--- src/apsq_pkg.sv ---
package apsq_pkg;

  localparam int unsigned WORDS_PER_SECTOR = 256;

  localparam logic [7:0] SEL_MASTER = 8'he0;
  localparam logic [7:0] SEL_SLAVE  = 8'hf0;
  localparam logic [7:0] SRST_BIT   = 8'h04;
  localparam logic [7:0] CMD_READ   = 8'h20;
  localparam logic [7:0] CMD_WRITE  = 8'h30;

  localparam int unsigned ST_BSY = 7;
  localparam int unsigned ST_DRQ = 3;
  localparam int unsigned ST_ERR = 0;

  localparam logic [15:0] OFS_DATA    = 16'd0;
  localparam logic [15:0] OFS_COUNT   = 16'd2;
  localparam logic [15:0] OFS_LBA_LO  = 16'd3;
  localparam logic [15:0] OFS_LBA_MID = 16'd4;
  localparam logic [15:0] OFS_LBA_HI  = 16'd5;
  localparam logic [15:0] OFS_DRIVE   = 16'd6;
  localparam logic [15:0] OFS_CMD     = 16'd7;
  localparam logic [15:0] OFS_ALTSTAT = 16'd2;

  typedef enum logic [1:0] {
    OP_READ_REQ  = 2'd0,
    OP_WRITE_REQ = 2'd1,
    OP_REPLY     = 2'd2,
    OP_HOST_WORD = 2'd3
  } op_t;

  typedef enum logic [2:0] {
    KIND_SETTLE = 3'd0,
    KIND_BREAD  = 3'd1,
    KIND_BWRITE = 3'd2,
    KIND_WREAD  = 3'd3,
    KIND_WWRITE = 3'd4,
    KIND_HOST   = 3'd5,
    KIND_DONE   = 3'd6
  } kind_t;

  typedef enum logic [1:0] {
    CFG_CMD_BASE    = 2'd0,
    CFG_CTRL_BASE   = 2'd1,
    CFG_DRIVE_SLAVE = 2'd2
  } cfg_idx_t;

  typedef enum logic [3:0] {
    PH_IDLE  = 4'b0001,
    PH_POLL  = 4'b0010,
    PH_RDATA = 4'b0100,
    PH_WDATA = 4'b1000
  } phase_t;

  typedef enum logic [3:0] {
    J_REQ         = 4'd0,
    J_SRST        = 4'd1,
    J_DONE        = 4'd2,
    J_POLL        = 4'd3,
    J_WREAD       = 4'd4,
    J_HOST_MORE   = 4'd5,
    J_HOST_END    = 4'd6,
    J_WWRITE_MORE = 4'd7,
    J_WWRITE_END  = 4'd8
  } job_kind_t;

  typedef struct packed {
    job_kind_t   jkind;
    logic        wr;
    logic [27:0] lba;
    logic [7:0]  cnt;
    logic [15:0] data;
  } job_t;

  typedef struct packed {
    logic [15:0] cmd_base;
    logic [15:0] ctrl_base;
    logic        drive_slave;
  } cfg_t;

  typedef struct packed {
    kind_t       kind;
    logic [15:0] bus_addr;
    logic [15:0] value;
    logic        failed;
    logic        last;
  } result_t;

endpackage

--- src/apsq_front.sv ---
module apsq_front (
  input  logic               clk,
  input  logic               rst_n,
  input  logic               accept,
  input  logic [1:0]         op,
  input  logic [27:0]        block_addr,
  input  logic [7:0]         sector_count,
  input  logic [15:0]        data_in,
  output logic               job_push,
  output apsq_pkg::job_t     job
);

  apsq_pkg::phase_t phase_r, phase_nxt;
  logic             is_write_r, is_write_nxt;
  logic [15:0]      words_left_r, words_left_nxt;
  logic [15:0]      words_dec;
  logic [7:0]       st;

  assign words_dec = words_left_r - 16'd1;
  assign st        = data_in[7:0];

  always_comb begin
    phase_nxt      = phase_r;
    is_write_nxt   = is_write_r;
    words_left_nxt = words_left_r;
    job_push       = 1'b0;
    job.jkind      = apsq_pkg::J_DONE;
    job.wr         = op[0];
    job.lba        = block_addr;
    job.cnt        = sector_count;
    job.data       = data_in;
    if (accept) begin
      unique case (apsq_pkg::op_t'(op))
        apsq_pkg::OP_READ_REQ, apsq_pkg::OP_WRITE_REQ: begin
          if (phase_r == apsq_pkg::PH_IDLE) begin
            job_push       = 1'b1;
            job.jkind      = apsq_pkg::J_REQ;
            phase_nxt      = apsq_pkg::PH_POLL;
            is_write_nxt   = op[0];
            words_left_nxt = {sector_count, 8'h00};
          end
        end
        apsq_pkg::OP_REPLY: begin
          if (phase_r == apsq_pkg::PH_POLL) begin
            priority if (st[apsq_pkg::ST_ERR]) begin
              job_push       = 1'b1;
              job.jkind      = apsq_pkg::J_SRST;
              phase_nxt      = apsq_pkg::PH_IDLE;
              words_left_nxt = '0;
            end else if (!st[apsq_pkg::ST_BSY] && st[apsq_pkg::ST_DRQ]) begin
              priority if (words_left_r == '0) begin
                job_push  = 1'b1;
                job.jkind = apsq_pkg::J_DONE;
                phase_nxt = apsq_pkg::PH_IDLE;
              end else if (is_write_r) begin
                phase_nxt = apsq_pkg::PH_WDATA;
              end else begin
                job_push  = 1'b1;
                job.jkind = apsq_pkg::J_WREAD;
                phase_nxt = apsq_pkg::PH_RDATA;
              end
            end else begin
              job_push  = 1'b1;
              job.jkind = apsq_pkg::J_POLL;
            end
          end else if (phase_r == apsq_pkg::PH_RDATA) begin
            job_push       = 1'b1;
            words_left_nxt = words_dec;
            if (words_dec == '0) begin
              job.jkind = apsq_pkg::J_HOST_END;
              phase_nxt = apsq_pkg::PH_IDLE;
            end else begin
              job.jkind = apsq_pkg::J_HOST_MORE;
            end
          end
        end
        apsq_pkg::OP_HOST_WORD: begin
          if (phase_r == apsq_pkg::PH_WDATA) begin
            job_push       = 1'b1;
            words_left_nxt = words_dec;
            if (words_dec == '0) begin
              job.jkind = apsq_pkg::J_WWRITE_END;
              phase_nxt = apsq_pkg::PH_IDLE;
            end else begin
              job.jkind = apsq_pkg::J_WWRITE_MORE;
            end
          end
        end
        default: begin
        end
      endcase
    end
  end

  always_ff @(posedge clk) begin
    if (!rst_n) begin
      phase_r      <= apsq_pkg::PH_IDLE;
      is_write_r   <= 1'b0;
      words_left_r <= '0;
    end else begin
      phase_r      <= phase_nxt;
      is_write_r   <= is_write_nxt;
      words_left_r <= words_left_nxt;
    end
  end

endmodule

--- src/apsq_queue.sv ---
module apsq_queue #(
  parameter int unsigned DEPTH = 4
) (
  input  logic           clk,
  input  logic           rst_n,
  input  logic           push,
  input  apsq_pkg::job_t push_job,
  input  logic           pop,
  output logic           full,
  output logic           valid,
  output apsq_pkg::job_t head
);

  localparam int unsigned PTR_W = (DEPTH > 1) ? $clog2(DEPTH) : 1;
  localparam int unsigned CNT_W = $clog2(DEPTH + 1);
  localparam logic [PTR_W-1:0] PTR_LAST = PTR_W'(DEPTH - 1);
  localparam logic [CNT_W-1:0] CNT_FULL = CNT_W'(DEPTH);

  apsq_pkg::job_t   slot_r [DEPTH];
  logic [PTR_W-1:0] wp_r, wp_nxt, rp_r, rp_nxt;
  logic [CNT_W-1:0] cnt_r, cnt_nxt;
  logic             do_push, do_pop;

  assign full    = (cnt_r == CNT_FULL);
  assign valid   = (cnt_r != '0);
  assign head    = slot_r[rp_r];
  assign do_push = push && !full;
  assign do_pop  = pop && valid;

  always_comb begin
    wp_nxt  = wp_r;
    rp_nxt  = rp_r;
    cnt_nxt = cnt_r;
    if (do_push) begin
      wp_nxt = (wp_r == PTR_LAST) ? '0 : wp_r + PTR_W'(1);
    end
    if (do_pop) begin
      rp_nxt = (rp_r == PTR_LAST) ? '0 : rp_r + PTR_W'(1);
    end
    unique case ({do_push, do_pop})
      2'b10:   cnt_nxt = cnt_r + CNT_W'(1);
      2'b01:   cnt_nxt = cnt_r - CNT_W'(1);
      default: cnt_nxt = cnt_r;
    endcase
  end

  always_ff @(posedge clk) begin
    if (!rst_n) begin
      wp_r  <= '0;
      rp_r  <= '0;
      cnt_r <= '0;
    end else begin
      wp_r  <= wp_nxt;
      rp_r  <= rp_nxt;
      cnt_r <= cnt_nxt;
    end
  end

  always_ff @(posedge clk) begin
    if (do_push) begin
      slot_r[wp_r] <= push_job;
    end
  end

endmodule

--- src/apsq_back.sv ---
module apsq_back #(
  parameter int unsigned SETTLE_READS = 5
) (
  input  logic              clk,
  input  logic              rst_n,
  input  apsq_pkg::cfg_t    cfg,
  input  logic              job_valid,
  input  apsq_pkg::job_t    job,
  output logic              job_pop,
  input  logic              res_pop,
  output logic              res_valid,
  output apsq_pkg::result_t res
);

  localparam int unsigned S      = SETTLE_READS;
  localparam int unsigned STEP_W = $clog2(2 * S + 7);
  localparam logic [STEP_W-1:0] R_SET1_END = STEP_W'(S);
  localparam logic [STEP_W-1:0] R_CNT      = STEP_W'(S + 1);
  localparam logic [STEP_W-1:0] R_LBA_LO   = STEP_W'(S + 2);
  localparam logic [STEP_W-1:0] R_LBA_MID  = STEP_W'(S + 3);
  localparam logic [STEP_W-1:0] R_LBA_HI   = STEP_W'(S + 4);
  localparam logic [STEP_W-1:0] R_CMD      = STEP_W'(S + 5);
  localparam logic [STEP_W-1:0] R_SET2_END = STEP_W'(2 * S + 5);
  localparam logic [STEP_W-1:0] R_LAST     = STEP_W'(2 * S + 6);
  localparam logic [STEP_W-1:0] X_CLR      = STEP_W'(S + 1);
  localparam logic [STEP_W-1:0] X_SET2_END = STEP_W'(2 * S + 1);
  localparam logic [STEP_W-1:0] X_LAST     = STEP_W'(2 * S + 2);
  localparam logic [STEP_W-1:0] STEP_ONE   = STEP_W'(1);

  logic [STEP_W-1:0] step_r, step_nxt;
  logic [STEP_W-1:0] last_step;
  logic              res_valid_r, res_valid_nxt;
  apsq_pkg::result_t res_r, cur;
  logic              go;
  logic [15:0]       settle_addr, srst_addr;
  logic [7:0]        sel;

  assign settle_addr = cfg.ctrl_base + apsq_pkg::OFS_ALTSTAT;
  assign srst_addr   = cfg.ctrl_base + apsq_pkg::OFS_ALTSTAT;
  assign sel = (cfg.drive_slave ? apsq_pkg::SEL_SLAVE : apsq_pkg::SEL_MASTER)
               | {4'h0, job.lba[27:24]};

  always_comb begin
    cur.kind     = apsq_pkg::KIND_SETTLE;
    cur.bus_addr = settle_addr;
    cur.value    = '0;
    cur.failed   = 1'b0;
    last_step    = '0;
    unique case (job.jkind)
      apsq_pkg::J_REQ: begin
        last_step = R_LAST;
        priority if (step_r == '0) begin
          cur.kind     = apsq_pkg::KIND_BWRITE;
          cur.bus_addr = cfg.cmd_base + apsq_pkg::OFS_DRIVE;
          cur.value    = {8'h00, sel};
        end else if (step_r <= R_SET1_END) begin
          cur.kind = apsq_pkg::KIND_SETTLE;
        end else if (step_r == R_CNT) begin
          cur.kind     = apsq_pkg::KIND_BWRITE;
          cur.bus_addr = cfg.cmd_base + apsq_pkg::OFS_COUNT;
          cur.value    = {8'h00, job.cnt};
        end else if (step_r == R_LBA_LO) begin
          cur.kind     = apsq_pkg::KIND_BWRITE;
          cur.bus_addr = cfg.cmd_base + apsq_pkg::OFS_LBA_LO;
          cur.value    = {8'h00, job.lba[7:0]};
        end else if (step_r == R_LBA_MID) begin
          cur.kind     = apsq_pkg::KIND_BWRITE;
          cur.bus_addr = cfg.cmd_base + apsq_pkg::OFS_LBA_MID;
          cur.value    = {8'h00, job.lba[15:8]};
        end else if (step_r == R_LBA_HI) begin
          cur.kind     = apsq_pkg::KIND_BWRITE;
          cur.bus_addr = cfg.cmd_base + apsq_pkg::OFS_LBA_HI;
          cur.value    = {8'h00, job.lba[23:16]};
        end else if (step_r == R_CMD) begin
          cur.kind     = apsq_pkg::KIND_BWRITE;
          cur.bus_addr = cfg.cmd_base + apsq_pkg::OFS_CMD;
          cur.value    = {8'h00, job.wr ? apsq_pkg::CMD_WRITE : apsq_pkg::CMD_READ};
        end else if (step_r <= R_SET2_END) begin
          cur.kind = apsq_pkg::KIND_SETTLE;
        end else begin
          cur.kind     = apsq_pkg::KIND_BREAD;
          cur.bus_addr = cfg.cmd_base + apsq_pkg::OFS_CMD;
        end
      end
      apsq_pkg::J_SRST: begin
        last_step = X_LAST;
        priority if (step_r == '0) begin
          cur.kind     = apsq_pkg::KIND_BWRITE;
          cur.bus_addr = srst_addr;
          cur.value    = {8'h00, apsq_pkg::SRST_BIT};
        end else if (step_r <= R_SET1_END) begin
          cur.kind = apsq_pkg::KIND_SETTLE;
        end else if (step_r == X_CLR) begin
          cur.kind     = apsq_pkg::KIND_BWRITE;
          cur.bus_addr = srst_addr;
        end else if (step_r <= X_SET2_END) begin
          cur.kind = apsq_pkg::KIND_SETTLE;
        end else begin
          cur.kind     = apsq_pkg::KIND_DONE;
          cur.bus_addr = '0;
          cur.failed   = 1'b1;
        end
      end
      apsq_pkg::J_DONE: begin
        cur.kind     = apsq_pkg::KIND_DONE;
        cur.bus_addr = '0;
      end
      apsq_pkg::J_POLL: begin
        cur.kind     = apsq_pkg::KIND_BREAD;
        cur.bus_addr = cfg.cmd_base + apsq_pkg::OFS_CMD;
      end
      apsq_pkg::J_WREAD: begin
        cur.kind     = apsq_pkg::KIND_WREAD;
        cur.bus_addr = cfg.cmd_base + apsq_pkg::OFS_DATA;
      end
      apsq_pkg::J_HOST_MORE, apsq_pkg::J_HOST_END: begin
        last_step = STEP_ONE;
        if (step_r == '0) begin
          cur.kind     = apsq_pkg::KIND_HOST;
          cur.bus_addr = '0;
          cur.value    = job.data;
        end else if (job.jkind == apsq_pkg::J_HOST_END) begin
          cur.kind     = apsq_pkg::KIND_DONE;
          cur.bus_addr = '0;
        end else begin
          cur.kind     = apsq_pkg::KIND_WREAD;
          cur.bus_addr = cfg.cmd_base + apsq_pkg::OFS_DATA;
        end
      end
      apsq_pkg::J_WWRITE_MORE, apsq_pkg::J_WWRITE_END: begin
        last_step = (job.jkind == apsq_pkg::J_WWRITE_END) ? STEP_ONE : '0;
        if (step_r == '0) begin
          cur.kind     = apsq_pkg::KIND_WWRITE;
          cur.bus_addr = cfg.cmd_base + apsq_pkg::OFS_DATA;
          cur.value    = job.data;
        end else begin
          cur.kind     = apsq_pkg::KIND_DONE;
          cur.bus_addr = '0;
        end
      end
      default: begin
      end
    endcase
    cur.last = (step_r == last_step);
  end

  assign go      = job_valid && (!res_valid_r || res_pop);
  assign job_pop = go && cur.last;

  always_comb begin
    step_nxt      = step_r;
    res_valid_nxt = res_valid_r;
    if (go) begin
      res_valid_nxt = 1'b1;
      step_nxt      = cur.last ? '0 : step_r + STEP_ONE;
    end else if (res_pop) begin
      res_valid_nxt = 1'b0;
    end
  end

  always_ff @(posedge clk) begin
    if (!rst_n) begin
      step_r      <= '0;
      res_valid_r <= 1'b0;
    end else begin
      step_r      <= step_nxt;
      res_valid_r <= res_valid_nxt;
    end
  end

  always_ff @(posedge clk) begin
    if (go) begin
      res_r <= cur;
    end
  end

  assign res_valid = res_valid_r;
  assign res       = res_r;

endmodule

--- src/ata_pio_command_sequencer_core.sv ---
// ATA PIO LBA-28 host sequencer. Requests, status replies and data words are
// taken at one per cycle while in_full is low; each is classified against the
// transfer phase at once and, where it causes bus accesses, queued as a job for
// up to QUEUE_DEPTH jobs. The result side expands one job into accesses at one
// result per cycle unless the output stalls; a request gives 2*SETTLE_READS+7
// results, an error recovery 2*SETTLE_READS+3, a read data word two, any other
// status reply during polling one or none, and a write data word one or two;
// that expander and its output register set the sustained rate. Configuration is
// written with cfg_ready always high.
module ata_pio_command_sequencer_core #(
  parameter int unsigned SETTLE_READS = 5,
  parameter int unsigned QUEUE_DEPTH  = 4
) (
  input  logic        clk,
  input  logic        rst_n,
  input  logic        in_push,
  output logic        in_full,
  input  logic [1:0]  in_op,
  input  logic [27:0] in_block_addr,
  input  logic [7:0]  in_sector_count,
  input  logic [15:0] in_data_in,
  output logic        out_empty,
  input  logic        out_pop,
  output logic [2:0]  out_kind,
  output logic [15:0] out_bus_addr,
  output logic [15:0] out_value,
  output logic        out_failed,
  output logic        out_last,
  input  logic        cfg_valid,
  output logic        cfg_ready,
  input  logic [1:0]  cfg_index,
  input  logic [15:0] cfg_data
);

  apsq_pkg::cfg_t    cfg_r, cfg_nxt;
  apsq_pkg::job_t    fr_job, q_head;
  apsq_pkg::result_t res;
  logic              fr_push, q_full, q_valid, q_pop, res_valid, accept;

  assign cfg_ready = 1'b1;
  assign accept    = in_push && !q_full;
  assign in_full   = q_full;

  always_comb begin
    cfg_nxt = cfg_r;
    if (cfg_valid) begin
      unique case (apsq_pkg::cfg_idx_t'(cfg_index))
        apsq_pkg::CFG_CMD_BASE:    cfg_nxt.cmd_base    = cfg_data;
        apsq_pkg::CFG_CTRL_BASE:   cfg_nxt.ctrl_base   = cfg_data;
        apsq_pkg::CFG_DRIVE_SLAVE: cfg_nxt.drive_slave = cfg_data[0];
        default: begin
        end
      endcase
    end
  end

  always_ff @(posedge clk) begin
    if (!rst_n) begin
      cfg_r.cmd_base    <= 16'h01f0;
      cfg_r.ctrl_base   <= 16'h03f4;
      cfg_r.drive_slave <= 1'b0;
    end else begin
      cfg_r <= cfg_nxt;
    end
  end

  apsq_front u_front (
    .clk          (clk),
    .rst_n        (rst_n),
    .accept       (accept),
    .op           (in_op),
    .block_addr   (in_block_addr),
    .sector_count (in_sector_count),
    .data_in      (in_data_in),
    .job_push     (fr_push),
    .job          (fr_job)
  );

  apsq_queue #(
    .DEPTH (QUEUE_DEPTH)
  ) u_queue (
    .clk      (clk),
    .rst_n    (rst_n),
    .push     (fr_push),
    .push_job (fr_job),
    .pop      (q_pop),
    .full     (q_full),
    .valid    (q_valid),
    .head     (q_head)
  );

  apsq_back #(
    .SETTLE_READS (SETTLE_READS)
  ) u_back (
    .clk       (clk),
    .rst_n     (rst_n),
    .cfg       (cfg_r),
    .job_valid (q_valid),
    .job       (q_head),
    .job_pop   (q_pop),
    .res_pop   (out_pop),
    .res_valid (res_valid),
    .res       (res)
  );

  assign out_empty    = !res_valid;
  assign out_kind     = res.kind;
  assign out_bus_addr = res.bus_addr;
  assign out_value    = res.value;
  assign out_failed   = res.failed;
  assign out_last     = res.last;

endmodule

--- config.mk ---
export PLATFORM = sky130hd
export DESIGN_NAME = ata_pio_command_sequencer_core
export DESIGN_NICKNAME = d
export VERILOG_FILES = /design/src/apsq_pkg.sv /design/src/apsq_front.sv /design/src/apsq_queue.sv /design/src/apsq_back.sv /design/src/ata_pio_command_sequencer_core.sv
export SDC_FILE = /design/constraint.sdc
export NUM_CORES = 1
export LEC_CHECK = 0
export ABC_AREA = 1
export BUFFER_PORTS_ARGS = -buffer_cell sky130_fd_sc_hd__buf_2
export CORE_MARGIN = 4
export CORE_UTILIZATION = 35
export DETAILED_ROUTE_END_ITERATION = 10
export GPL_TIMING_DRIVEN = 0
export MAX_ROUTING_LAYER = met4
export SYNTH_ARGS = -nofsm -noshare
export SYNTH_HDL_FRONTEND = slang
export SYNTH_SLANG_ARGS = --single-unit
--- constraint.sdc ---
create_clock -name clk -period 8.05 [get_ports clk]
set_input_delay 0.4025 -clock clk [delete_from_list [all_inputs] [get_ports clk]]
set_output_delay 0.4025 -clock clk [all_outputs]
set_load 0.02 [all_outputs]
# Yosys cells after proc, flatten, opt, wreduce, memory -nomap -nowiden
# Memories as Yosys holds them, arrays and structs flattened. A register that Yosys moved wholly into a read port is not among the register bits.
# Index checks and enable logic that the tools add are counted.
[word_totals]
register_bits = 104
elab_cells = 175
in_bits = 77
n_memories = 1
ramBits = 228
[mem_list]
columns = ["memory", "words", "word_bits", "read_ports", "rd_ports_with_merged_regs", "write_ports", "line_no", "source"]
rows = [
  ["u_queue.slot_r", 4, 57, 1, 1, 1, "apsq_queue.sv:19", "apsq_pkg::job_t slot_r [DEPTH];"],
]
[classes]
n_mux = 77
n_lt_le_gt_ge = 3
eq_ne = 33
n_reduce_logical = 30
bitwise = 2
add_sub_neg = 13
[op_table]
columns = ["cell", "n"]
rows = [
  ["two-way mux 35 bit", 5],
  ["two-way mux 16 bit", 9],
  ["one-hot mux 19 bit (7 select lines)", 1],
  ["one-hot mux 16 bit (3 select lines)", 2],
  ["two-way mux 19 bit", 4],
  ["two-way mux 4 bit", 17],
  ["adder 16 x 3 -> 16 bit (second input constant)", 4],
  ["adder 16 x 2 -> 16 bit (second input constant)", 3],
  ["two-way mux 18 bit", 2],
  ["logical NOT 16 bit", 2],
  ["two-way mux 32 bit", 1],
  ["one-hot mux 4 bit (3 select lines)", 2],
  ["== test 4 x 3 -> 1 bit (second input constant)", 5],
  ["one-hot mux 5 bit (4 select lines)", 1],
  ["two-way mux 1 bit", 16],
  ["subtractor 16 x 1 -> 16 bit (second input constant)", 1],
  ["== test 5 x 4 -> 1 bit (second input constant)", 3],
  ["two-way mux 3 bit", 5],
  ["two-way mux 5 bit", 3],
  ["== test 2 bit (second input constant)", 6],
  ["== test 4 x 2 -> 1 bit (second input constant)", 3],
  ["two-way mux 2 bit", 6],
  ["== test 5 x 3 -> 1 bit (second input constant)", 2],
  ["less-or-equal comparator 5 x 4 -> 1 bit (second input constant)", 2],
  ["32 further kinds", 53],
]

# Longest topological paths before layout
# Gate-level depths: netlist of run 1.
[depth]
ltp_word = 10
ltp_mapped = 23

# Hierarchy
# A second synthesis of run 1 with hierarchy kept.
[unflattened]
hier_cells = 2127
area_unflattened_um2 = 18200.0
[by_module_without_submodules]
columns = ["module", "seq_area_each_um2", "area_per_inst_um2", "instances", "cells_each"]
rows = [
  ["apsq_queue", 7026.7, 8931.1, 1, 621],
  ["apsq_back", 1231.2, 5809.3, 1, 986],
  ["apsq_front", 420.4, 2052.0, 1, 322],
  ["ata_pio_command_sequencer_core", 660.6, 1407.6, 1, 198],
]

# Worst setup path after synthesis of run 1
# OpenSTA, ideal clock, no wires.
[synth_timing]
path_kind = "reg2reg"
start = "register u_front.words_left_r[0]"
end = "memory u_queue.slot_r[0][0] in the netlist's numbering, enable pin"
setup_time_ns = 0.472
synth_period_minus_slack_ns = 4.213
path_slack_ns = 3.837
arrival_time_ns = 3.741
stages_incl_launch_ff = 11
path_cell_list = "dfxtp_1 -> inv_1 -> ha_1 -> nand2_1 -> nor2_1 -> nand2_1 -> nand4_1 -> a21oi_1 -> nand2_1 -> nand2_1 -> nor2_1"
[synth_via]
elab_chain_cells = 10
[synth_rtl]
columns = ["element", "line_no", "source"]
rows = [
  ["start, declared", "apsq_front.sv:15", "logic [15:0] words_left_r, words_left_nxt;"],
  ["start signal, assigned", "apsq_front.sv:103", "words_left_r <= words_left_nxt;"],
  ["logical NOT 16 bit", "apsq_front.sv:51", "priority if (words_left_r == '0) begin"],
  ["two-way mux 1 bit", "apsq_front.sv:51", ""],
  ["two-way mux 1 bit", "apsq_front.sv:50", "end else if (!st[apsq_pkg::ST_BSY] && st[apsq_pkg::ST_DRQ]) begin"],
  ["two-way mux 1 bit", "apsq_front.sv:45", "priority if (st[apsq_pkg::ST_ERR]) begin"],
  ["two-way mux 1 bit", "apsq_front.sv:44", "if (phase_r == apsq_pkg::PH_POLL) begin"],
  ["one-hot mux 1 bit (3 select lines)", "apsq_front.sv:33", "unique case (apsq_pkg::op_t'(op))"],
  ["two-way mux 1 bit", "apsq_front.sv:32", "if (accept) begin"],
  ["logical AND 1 bit", "apsq_queue.sv:27", "assign do_push = push && !full;"],
  ["two-way mux 1 bit", "apsq_queue.sv:60", "if (do_push) begin"],
  ["two-way mux 1 bit (implied by the code)", "apsq_queue.sv:61", "slot_r[wp_r] <= push_job;"],
  ["end, declared", "apsq_queue.sv:19", ""],
]
# No other way between the ends.

==> impl_summary.log, run 1 <==
INFO  metric outcome = finished, final reports clean
INFO  metric floorplan.core_area = 48800 um^2
INFO  metric synthArstFlopShare = 0%
INFO  metric power-per-cell-area = 300 nW/um^2
INFO  metric die_height = 230 um
INFO  metric worstHoldPathType = input pin to flip-flop
INFO  metric effective_utilization_at_floorplan = 35.4%
INFO  metric dpl.hpwl = 42300 um
INFO  metric synthesis.nets = 2080
INFO  metric ctsResizeCount = 0
INFO  metric post_drt_wl_per_cell = 20.4 um
INFO  metric dieWidth = 230 um
INFO  metric fin_crit_sh = 43.8%
INFO  metric synth_enable_flop_cells = 265
INFO  metric ys_seq_area_share = 54.0%
INFO  metric share_of_power_burned_in_registers = 36.2%
INFO  metric p_int = 3.69 mW
INFO  metric globalRoute.totalOverflow = 0
INFO  metric die_area = 53000 um^2
INFO  metric r2r-end = u_back.res[22]
INFO  metric relative_slew_slack = 33.6%
INFO  metric grt_antenna_before_repair = 3
INFO  metric syn_to_final_growth = 16.8%
INFO  metric most_frequent_standard_cell_in_the_layout_excluding_fill_and_tap_cells = nand2_1
INFO  metric row_count = 81
INFO  metric io_pins = 117
INFO  metric max_freq = 0.283 GHz
INFO  metric grt_start_max_net_pins = 29
INFO  metric critPathMaxFanout = 10
INFO  metric postLayoutSetupSlackWorst = 4520 ps
INFO  metric worstSetupStartpointType = flip-flop
INFO  metric final_max_slew_viol_count = 0
INFO  metric clock-root-buffer = clkbuf_16
INFO  metric share_comb_of_total_power = 36.2%
INFO  metric swShare = 39.1%
INFO  metric grt_setup_unrepaired = false
INFO  metric post_cts.repair.setup_buffers = 0
INFO  metric min_period = 3530 ps
INFO  metric num-fill-cells = 4954
INFO  metric path_clk_slew = 60 ps
INFO  metric first_pass_iters = 5
INFO  metric peakVddDrop = 174 uV
INFO  metric worst_endpoint_required_time = 8310 ps
INFO  metric timing.critical_path.arrival = 3790 ps
INFO  metric timing.setup.tns = 0 ps
INFO  metric drcViolationCount = 0
INFO  metric routed_wirelength = 57900 um
INFO  metric synth_top_family_by_area = simple AND/OR/NAND/NOR gates
INFO  metric grt_first_pass_wirelength = 86700 um
INFO  metric portBuffers = 114
INFO  metric detailroute.via_count = 14900
INFO  metric dp_cells = 2767
INFO  metric ant_nets = 0
INFO  metric timing.critical_path.to_type = flip-flop
INFO  metric p_sw = 2.37 mW
INFO  metric yosysWarningCount = 0
INFO  metric yosys_register_bits = 334
INFO  metric final_hold_viol_count = 0
INFO  metric avgSynthCellArea = 8.73 um^2
INFO  metric initialDrtViolationCount = 1412
INFO  metric post_cts_hold_buffer_count = 0
INFO  metric worst_skew_pair.late_latency = 580 ps
INFO  metric clock_path_buffers = 3
INFO  metric setup-violations-final = 0
INFO  metric synth_area_in_simple_gates = 20.7%
INFO  metric fin_total_pwr = 6.06 mW
INFO  metric post_synth_fa_ha_maj_area_fraction = 1.78%
INFO  metric synth-main-ff-cell = edfxtp_1
INFO  metric routabilityCongestion = 1.00
INFO  metric reg2reg_depth = 15
INFO  metric grt_usage = 21.9%
INFO  metric crit_path_end = u_back.res[22]
INFO  metric total_leakage_power = 7.81 nW
INFO  metric cts_tree = done
INFO  metric cts.htree.levels = 2
INFO  metric power_frac_clock = 27.7%
INFO  metric post_drt_via_cell_ratio = 5.26
INFO  metric timing_worst_slew_pin_value = 995 ps
INFO  metric post_synth_inst_count = 1979
INFO  metric cp-startpoint = u_back.step_r[1]
INFO  metric design.final.nets = 2245
INFO  metric first_global_vias = 14300
INFO  metric synth_cell_type_count = 49
INFO  metric regToRegSetupSlack = 4520 ps
INFO  metric syn-cell-area = 17300 um^2
INFO  metric layout.cells.non_filler = 2839
INFO  metric cts.sinks = 334
INFO  metric maxCapViolations = 0
INFO  metric dp_slack = 4690 ps
INFO  metric worst_r2r_startpoint = u_back.step_r[1]
INFO  metric layout-drive-gt1-share = 12.2%
INFO  metric muxShareOfSynthArea = 0%
INFO  metric synth-compound-area-share = 14.7%
INFO  metric layout_common_cells = nand2_1, edfxtp_1, nor2_1
INFO  metric timing_worst_setup_path_type = flip-flop to flip-flop
INFO  metric synthXorXnorAreaFrac = 2.43%
INFO  metric tritoncts.num_buffers = 39
INFO  metric final.setup_skew = 25.7 ps
-- kinds of logic after synthesis --
kind of cell / count (synthesis)
buffers and inverters: 271
adders and majority gates: 24
xor gates and xnor gates: 48
other: 1
DFF: 334
AOI/OAI and AO/OA: 450
and+or+nand+nor: 851
-- cells in the mapped netlist (all sizes together) (9+ instances only) --
library cell	n	share of area [%]
buf	36	1.1
nor2	271	6.1
a22oi	9	0.39
ha	23	1.7
xor2	41	2.1
nand4	14	0.51
a21oi	147	4.3
nand3	122	3.7
a31oi	10	0.36
clkbuf	51	1.1
o221ai	15	0.76
o211ai	21	0.91
dfxtp	69	8.0
inv	178	3.9
o21ai	198	5.7
edfxtp	265	46
o22ai	19	0.69
nand2	417	9.4
nor3	21	0.76
-- layout make-up --
class | instances | area, um^2 | share of cell area [%]
antenna | 4 | 10.0 | 0.0496
buffer | 87 | 389 | 1.93
clock buffer | 47 | 1020 | 5.03
clock inverter | 21 | 189 | 0.936
inverter | 184 | 696 | 3.45
multi-input combinational | 1374 | 6910 | 34.2
sequential | 334 | 9340 | 46.3
tap | 664 | 831 | 4.12
timing repair buffer | 124 | 808 | 4.00
-- metal layers --
metal	GRT usage (%)	vias up	part of all wire [%]
met2	34.4	589	46
met1	28.8	7091	43
li1	-	7133	-
met5	-	-	0
met4	7.49	0	3.3
met3	3.96	123	7.5
-- critical path, cell delays in order (launching register included) --
cell and delay (ps):
dfxtp_1 450, inv_1 100, ha_1 230, inv_1 60, nor2_1 30, nand2_1 120
clkinv_1 530, a21oi_1 560, buf_2 400, nand2_1 90, nand4_1 90, o211ai_1 100
nand3_1 110, nand3_1 100, nand2_1 80, o211ai_1 150
-- stage by stage --
step	hold WS, ps	util [%]	area [um^2]
3_3_place_gp	459	38.3	18700
2_1_floorplan	430	-	17300
4_1_cts	6.64	41.3	20200
6_report	33.9	41.3	20200
3_5_place_dp	469	38.8	19000
5_1_grt	15.5	41.3	20200
-- state kept, by name, summed over array words and instances (netlist names), named ones only --
name / cells
u_back.res_valid: 1
u_queue.cnt_r: 3
cfg_r: 33
u_front.words_left_r: 16
u_back.res: 37
u_front.phase_r: 4
u_front.is_write_r: 1
u_queue.rp_r: 2
u_queue.slot_r: 228
u_queue.wp_r: 2
u_back.step_r: 5
-- worst min path at each step --
| stage | cells after the start | from | slack (ps) | end |
|---|---|---|---|---|
| final | 1 | in_block_addr[9] | 30 | u_queue.slot_r[2][33] |
| after global routing | 1 | in_block_addr[9] | 20 | u_queue.slot_r[2][33] |
| after CTS | 1 | in_block_addr[9] | 7 | u_queue.slot_r[2][33] |
| after detailed placement | 2 | cfg_r[16] | 470 | cfg_r[16] |
| after global placement | 2 | cfg_r[16] | 460 | cfg_r[16] |
| after floorplan | 2 | cfg_r[0] | 430 | cfg_r[0] |
-- power by group through the flow --
stage / Combinational (mW) / Sequential (mW) / Clock, mW
floorplan: 1.21 / 2.36 / 0
global placement: 2.09 / 2.26 / 0
detailed placement: 2.18 / 2.23 / 0
CTS: 2.18 / 2.19 / 1.72
global route: 2.39 / 2.21 / 1.79
finish: 2.19 / 2.19 / 1.68
No activity file was read; power rests on OpenSTA's default activity.
==> run 2: changes to the inputs <==
==> constraint.sdc (replaced) <==
create_clock -name clk -period 3.7 [get_ports clk]
set_input_delay 0.185 -clock clk [delete_from_list [all_inputs] [get_ports clk]]
set_output_delay 0.185 -clock clk [all_outputs]
set_load 0.02 [all_outputs]
==> run 2 against run 1 <==
Register-to-register slack got worse by 4400 ps. Sequential cell count unchanged. Largest power group unchanged. Via count increased by 2.1%. Worst hold slack got worse by 8.1 ps. Clock-buffer cell count increased by 1. Power increased by 120%. Core utilization increased by 1.4 points. Critical path type unchanged. Setup slack got worse by 4400 ps. Highest routed layer unchanged. Sequential power increased by 120%. Fmax decreased by 0.10%.
==> impl_summary.log, run 2 (synthesis results as in run 1) <==
INFO  metric power-per-cell-area = 631 nW/um^2 (+110%)
INFO  metric final.setup_skew = 28.8 ps (+3.13 ps)
INFO  metric share_of_power_burned_in_registers = 36.3% (about the same)
INFO  metric die_height = 230 um (unchanged)
INFO  metric routed_wirelength = 58500 um (+0.95%)
INFO  metric largest_reg_flops = 228 (unchanged)
INFO  metric worst_min_delay_path_endpoint = u_back.res_valid
INFO  metric regToRegSetupSlack = 170 ps (-4350 ps)
INFO  metric row_count = 81 (unchanged)
INFO  metric timing.setup.tns = 0 ps (unchanged)
INFO  metric postLayoutSetupSlackWorst = 167 ps (-4350 ps)
INFO  metric drcViolationCount = 0 (unchanged)
INFO  metric grt_usage = 22.0% (+0.074 points)
INFO  metric crit_top_cell = nand2_1
INFO  metric worst_skew_pair.late_latency = 580 ps (about the same)
INFO  metric power_frac_clock = 27.5% (-0.2 points)
INFO  metric globalRoute.totalOverflow = 0 (unchanged)
INFO  metric timing.critical_path.arrival = 3780 ps (about the same)
INFO  metric timing_worst_setup_path_type = flip-flop to flip-flop
INFO  metric die_area = 53000 um^2 (unchanged)
INFO  metric dp_slack = 285 ps (-4410 ps)
INFO  metric post_drt_wl_per_cell = 20.1 um (-1.4%)
INFO  metric peakVddDrop = 320 uV (+84%)
INFO  metric post_drt_via_cell_ratio = 5.25 (-0.27%)
INFO  metric min_period = 3530 ps (+3.58 ps)
INFO  metric final_max_slew_viol_count = 0 (unchanged)
INFO  metric timing_worst_slew_pin_value = 1040 ps (+41.8 ps)
INFO  metric worst_endpoint_required_time = 3950 ps (-4360 ps)
INFO  metric tritoncts.num_buffers = 37 (-5.1%)
INFO  metric path_clk_slew = 60 ps (about the same)
INFO  metric effective_utilization_at_floorplan = 35.4% (unchanged)
INFO  metric dieWidth = 230 um (unchanged)
INFO  metric fin_crit_sh = 95.5% (+52 points)
INFO  metric swShare = 38.9% (-0.18 points)
INFO  metric clock-root-buffer = clkbuf_16
INFO  metric critPathMaxFanout = 10 (unchanged)
INFO  metric hold_startpoint = out_pop
INFO  metric r2r-end = u_back.res[22]
INFO  metric grt_first_pass_wirelength = 87900 um (+1.3%)
INFO  metric total_leakage_power = 8.10 nW (+3.8%)
INFO  metric p_sw = 5.12 mW (+120%)
INFO  metric clock_path_buffers = 3 (unchanged)
INFO  metric io_pins = 117 (unchanged)
INFO  metric design.final.nets = 2315 (+3.1%)
INFO  metric final_hold_viol_count = 0 (unchanged)
INFO  metric worstHoldPathType = input pin to flip-flop
INFO  metric routabilityCongestion = 0.996 (-0.64%)
INFO  metric detailroute.via_count = 15300 (+2.1%)
INFO  metric initialDrtViolationCount = 1384 (-2.0%)
INFO  metric p_int = 8.04 mW (+120%)
INFO  metric cells_traversed_along_the_worst_timing_path = inv_1, ha_1, inv_1, nor2_1, nand2_1, clkinv_1, a21oi_1, buf_2, nand2_1, nand4_1, o211ai_1, nand3_1, nand3_1, nand2_1, o211ai_1
INFO  metric setup-violations-final = 0 (unchanged)
INFO  metric layout-drive-gt1-share = 11.8% (-0.39 points)
INFO  metric first_global_vias = 14700 (+2.5%)
INFO  metric grt_antenna_before_repair = 2 (-1)
INFO  metric first_pass_iters = 6 (+1)
INFO  metric timing.critical_path.to_type = flip-flop
INFO  metric grt_setup_unrepaired = false
INFO  metric max_incr_delay_on_cp = 590 ps (+30 ps)
INFO  metric most_frequent_standard_cell_in_the_layout_excluding_fill_and_tap_cells = nand2_1
INFO  metric hold_path_depth = 4 (+3)
INFO  metric worst_r2r_startpoint = u_back.step_r[1]
INFO  metric max_freq = 0.283 GHz (-0.10%)
INFO  metric fin_total_pwr = 13.2 mW (+120%)
INFO  metric relative_slew_slack = 30.7% (-2.9 points)
INFO  metric cts_tree = done
INFO  metric share_comb_of_total_power = 36.2% (about the same)
INFO  metric maxCapViolations = 0 (unchanged)
INFO  metric ant_nets = 0 (unchanged)
INFO  metric portBuffers = 114 (unchanged)
INFO  metric cts.sinks = 334 (unchanged)
INFO  metric dpl.hpwl = 42100 um (-0.42%)
INFO  metric crit_path_top_delay_cell = a21oi_1
INFO  metric cts.htree.levels = 2 (unchanged)
INFO  metric layout_common_cells = nand2_1, edfxtp_1, nor2_1
INFO  metric regMostFlops = u_queue.slot_r
INFO  metric floorplan.core_area = 48800 um^2 (unchanged)
INFO  metric grt_start_max_net_pins = 28 (-3.4%)
INFO  metric worstSetupStartpointType = flip-flop
INFO  metric reg2reg_depth = 15 (unchanged)
INFO  metric syn_to_final_growth = 20.7%
INFO  metric outcome = finished, final reports clean
-- run 2: cell types whose count changed in the layout (fill, tap and decap cells not counted), sizes merged --
cell	change
dlygate4sd3	+72
bufinv	+1
clkinvlp	-2
inv	-1
clkbuf	+1
diode	-2
-- run 2: worst max path at each step --
stage	start	to	slack (ps)
3_3_place_gp	u_front.words_left_r[0]	u_queue.slot_r[3][25]	-2900
2_1_floorplan	u_front.words_left_r[0]	u_queue.slot_r[0][0]	-510
3_5_place_dp	u_back.step_r[0]	u_back.res[6]	290
4_1_cts	u_back.step_r[0]	u_back.res[6]	280
5_1_grt	u_back.step_r[1]	u_back.res[29]	50
6_report	u_back.step_r[1]	u_back.res[22]	170
-- run 2: timing repair --
item,in CTS,in global routing
buffers inserted,0,0
gates resized for setup,0,0
hold buffers,72,0
endpoints found under the hold margin,249,0
-- run 2: critical path, delay by kind of cell, from the launching register on --
kind | cells | cell delay (ps)
buffers and inverters | 4 | 1070
AO/OA/AOI/OAI | 3 | 860
AND/OR/NAND/NOR | 7 | 600
flip-flops | 1 | 440
adder cells (fa/ha/maj) | 1 | 240
-- run 2: stage by stage --
step	hold slack, ps	std cells	util, %	area, um^2
2_1_floorplan	284	1979	-	17300
3_3_place_gp	397	2757	38.3	18700
3_5_place_dp	403	2767	38.8	19000
4_1_cts	18.2	2906	42.7	20900
5_1_grt	46.2	2907	42.7	20900
6_report	25.8	2908	42.7	20900
-- run 2: layer usage --
| layer | up-vias | track usage (%) | part of all wire (%) |
|---|---|---|---|
| li1 | 7257 | - | - |
| met3 | 113 | 3.58 | 7.0 |
| met1 | 7343 | 28.6 | 43 |
| met5 | - | - | 0 |
| met2 | 544 | 35.4 | 47 |
| met4 | 0 | 7.13 | 3.1 |
-- run 2: layout make-up --
cell class | count | area, um^2
Clock buffer | 48 | 977
Clock inverter | 19 | 208
Tap cell | 664 | 831
Antenna cell | 2 | 5.00
Timing Repair Buffer | 196 | 1510
Multi-Input combinational cell | 1374 | 6910
Inverter | 184 | 696
Sequential cell | 334 | 9340
Fill cell | 4842 | 28000
Buffer | 87 | 389
-- run 2: power groups by stage --
stage	logic [mW]	clock network, mW	registers [mW]
CTS	4.75	3.70	4.78
detailed placement	4.68	0	4.85
floorplan	2.64	0	5.13
global placement	4.51	0	4.89
finish	4.77	3.62	4.77
global route	5.20	3.84	4.81
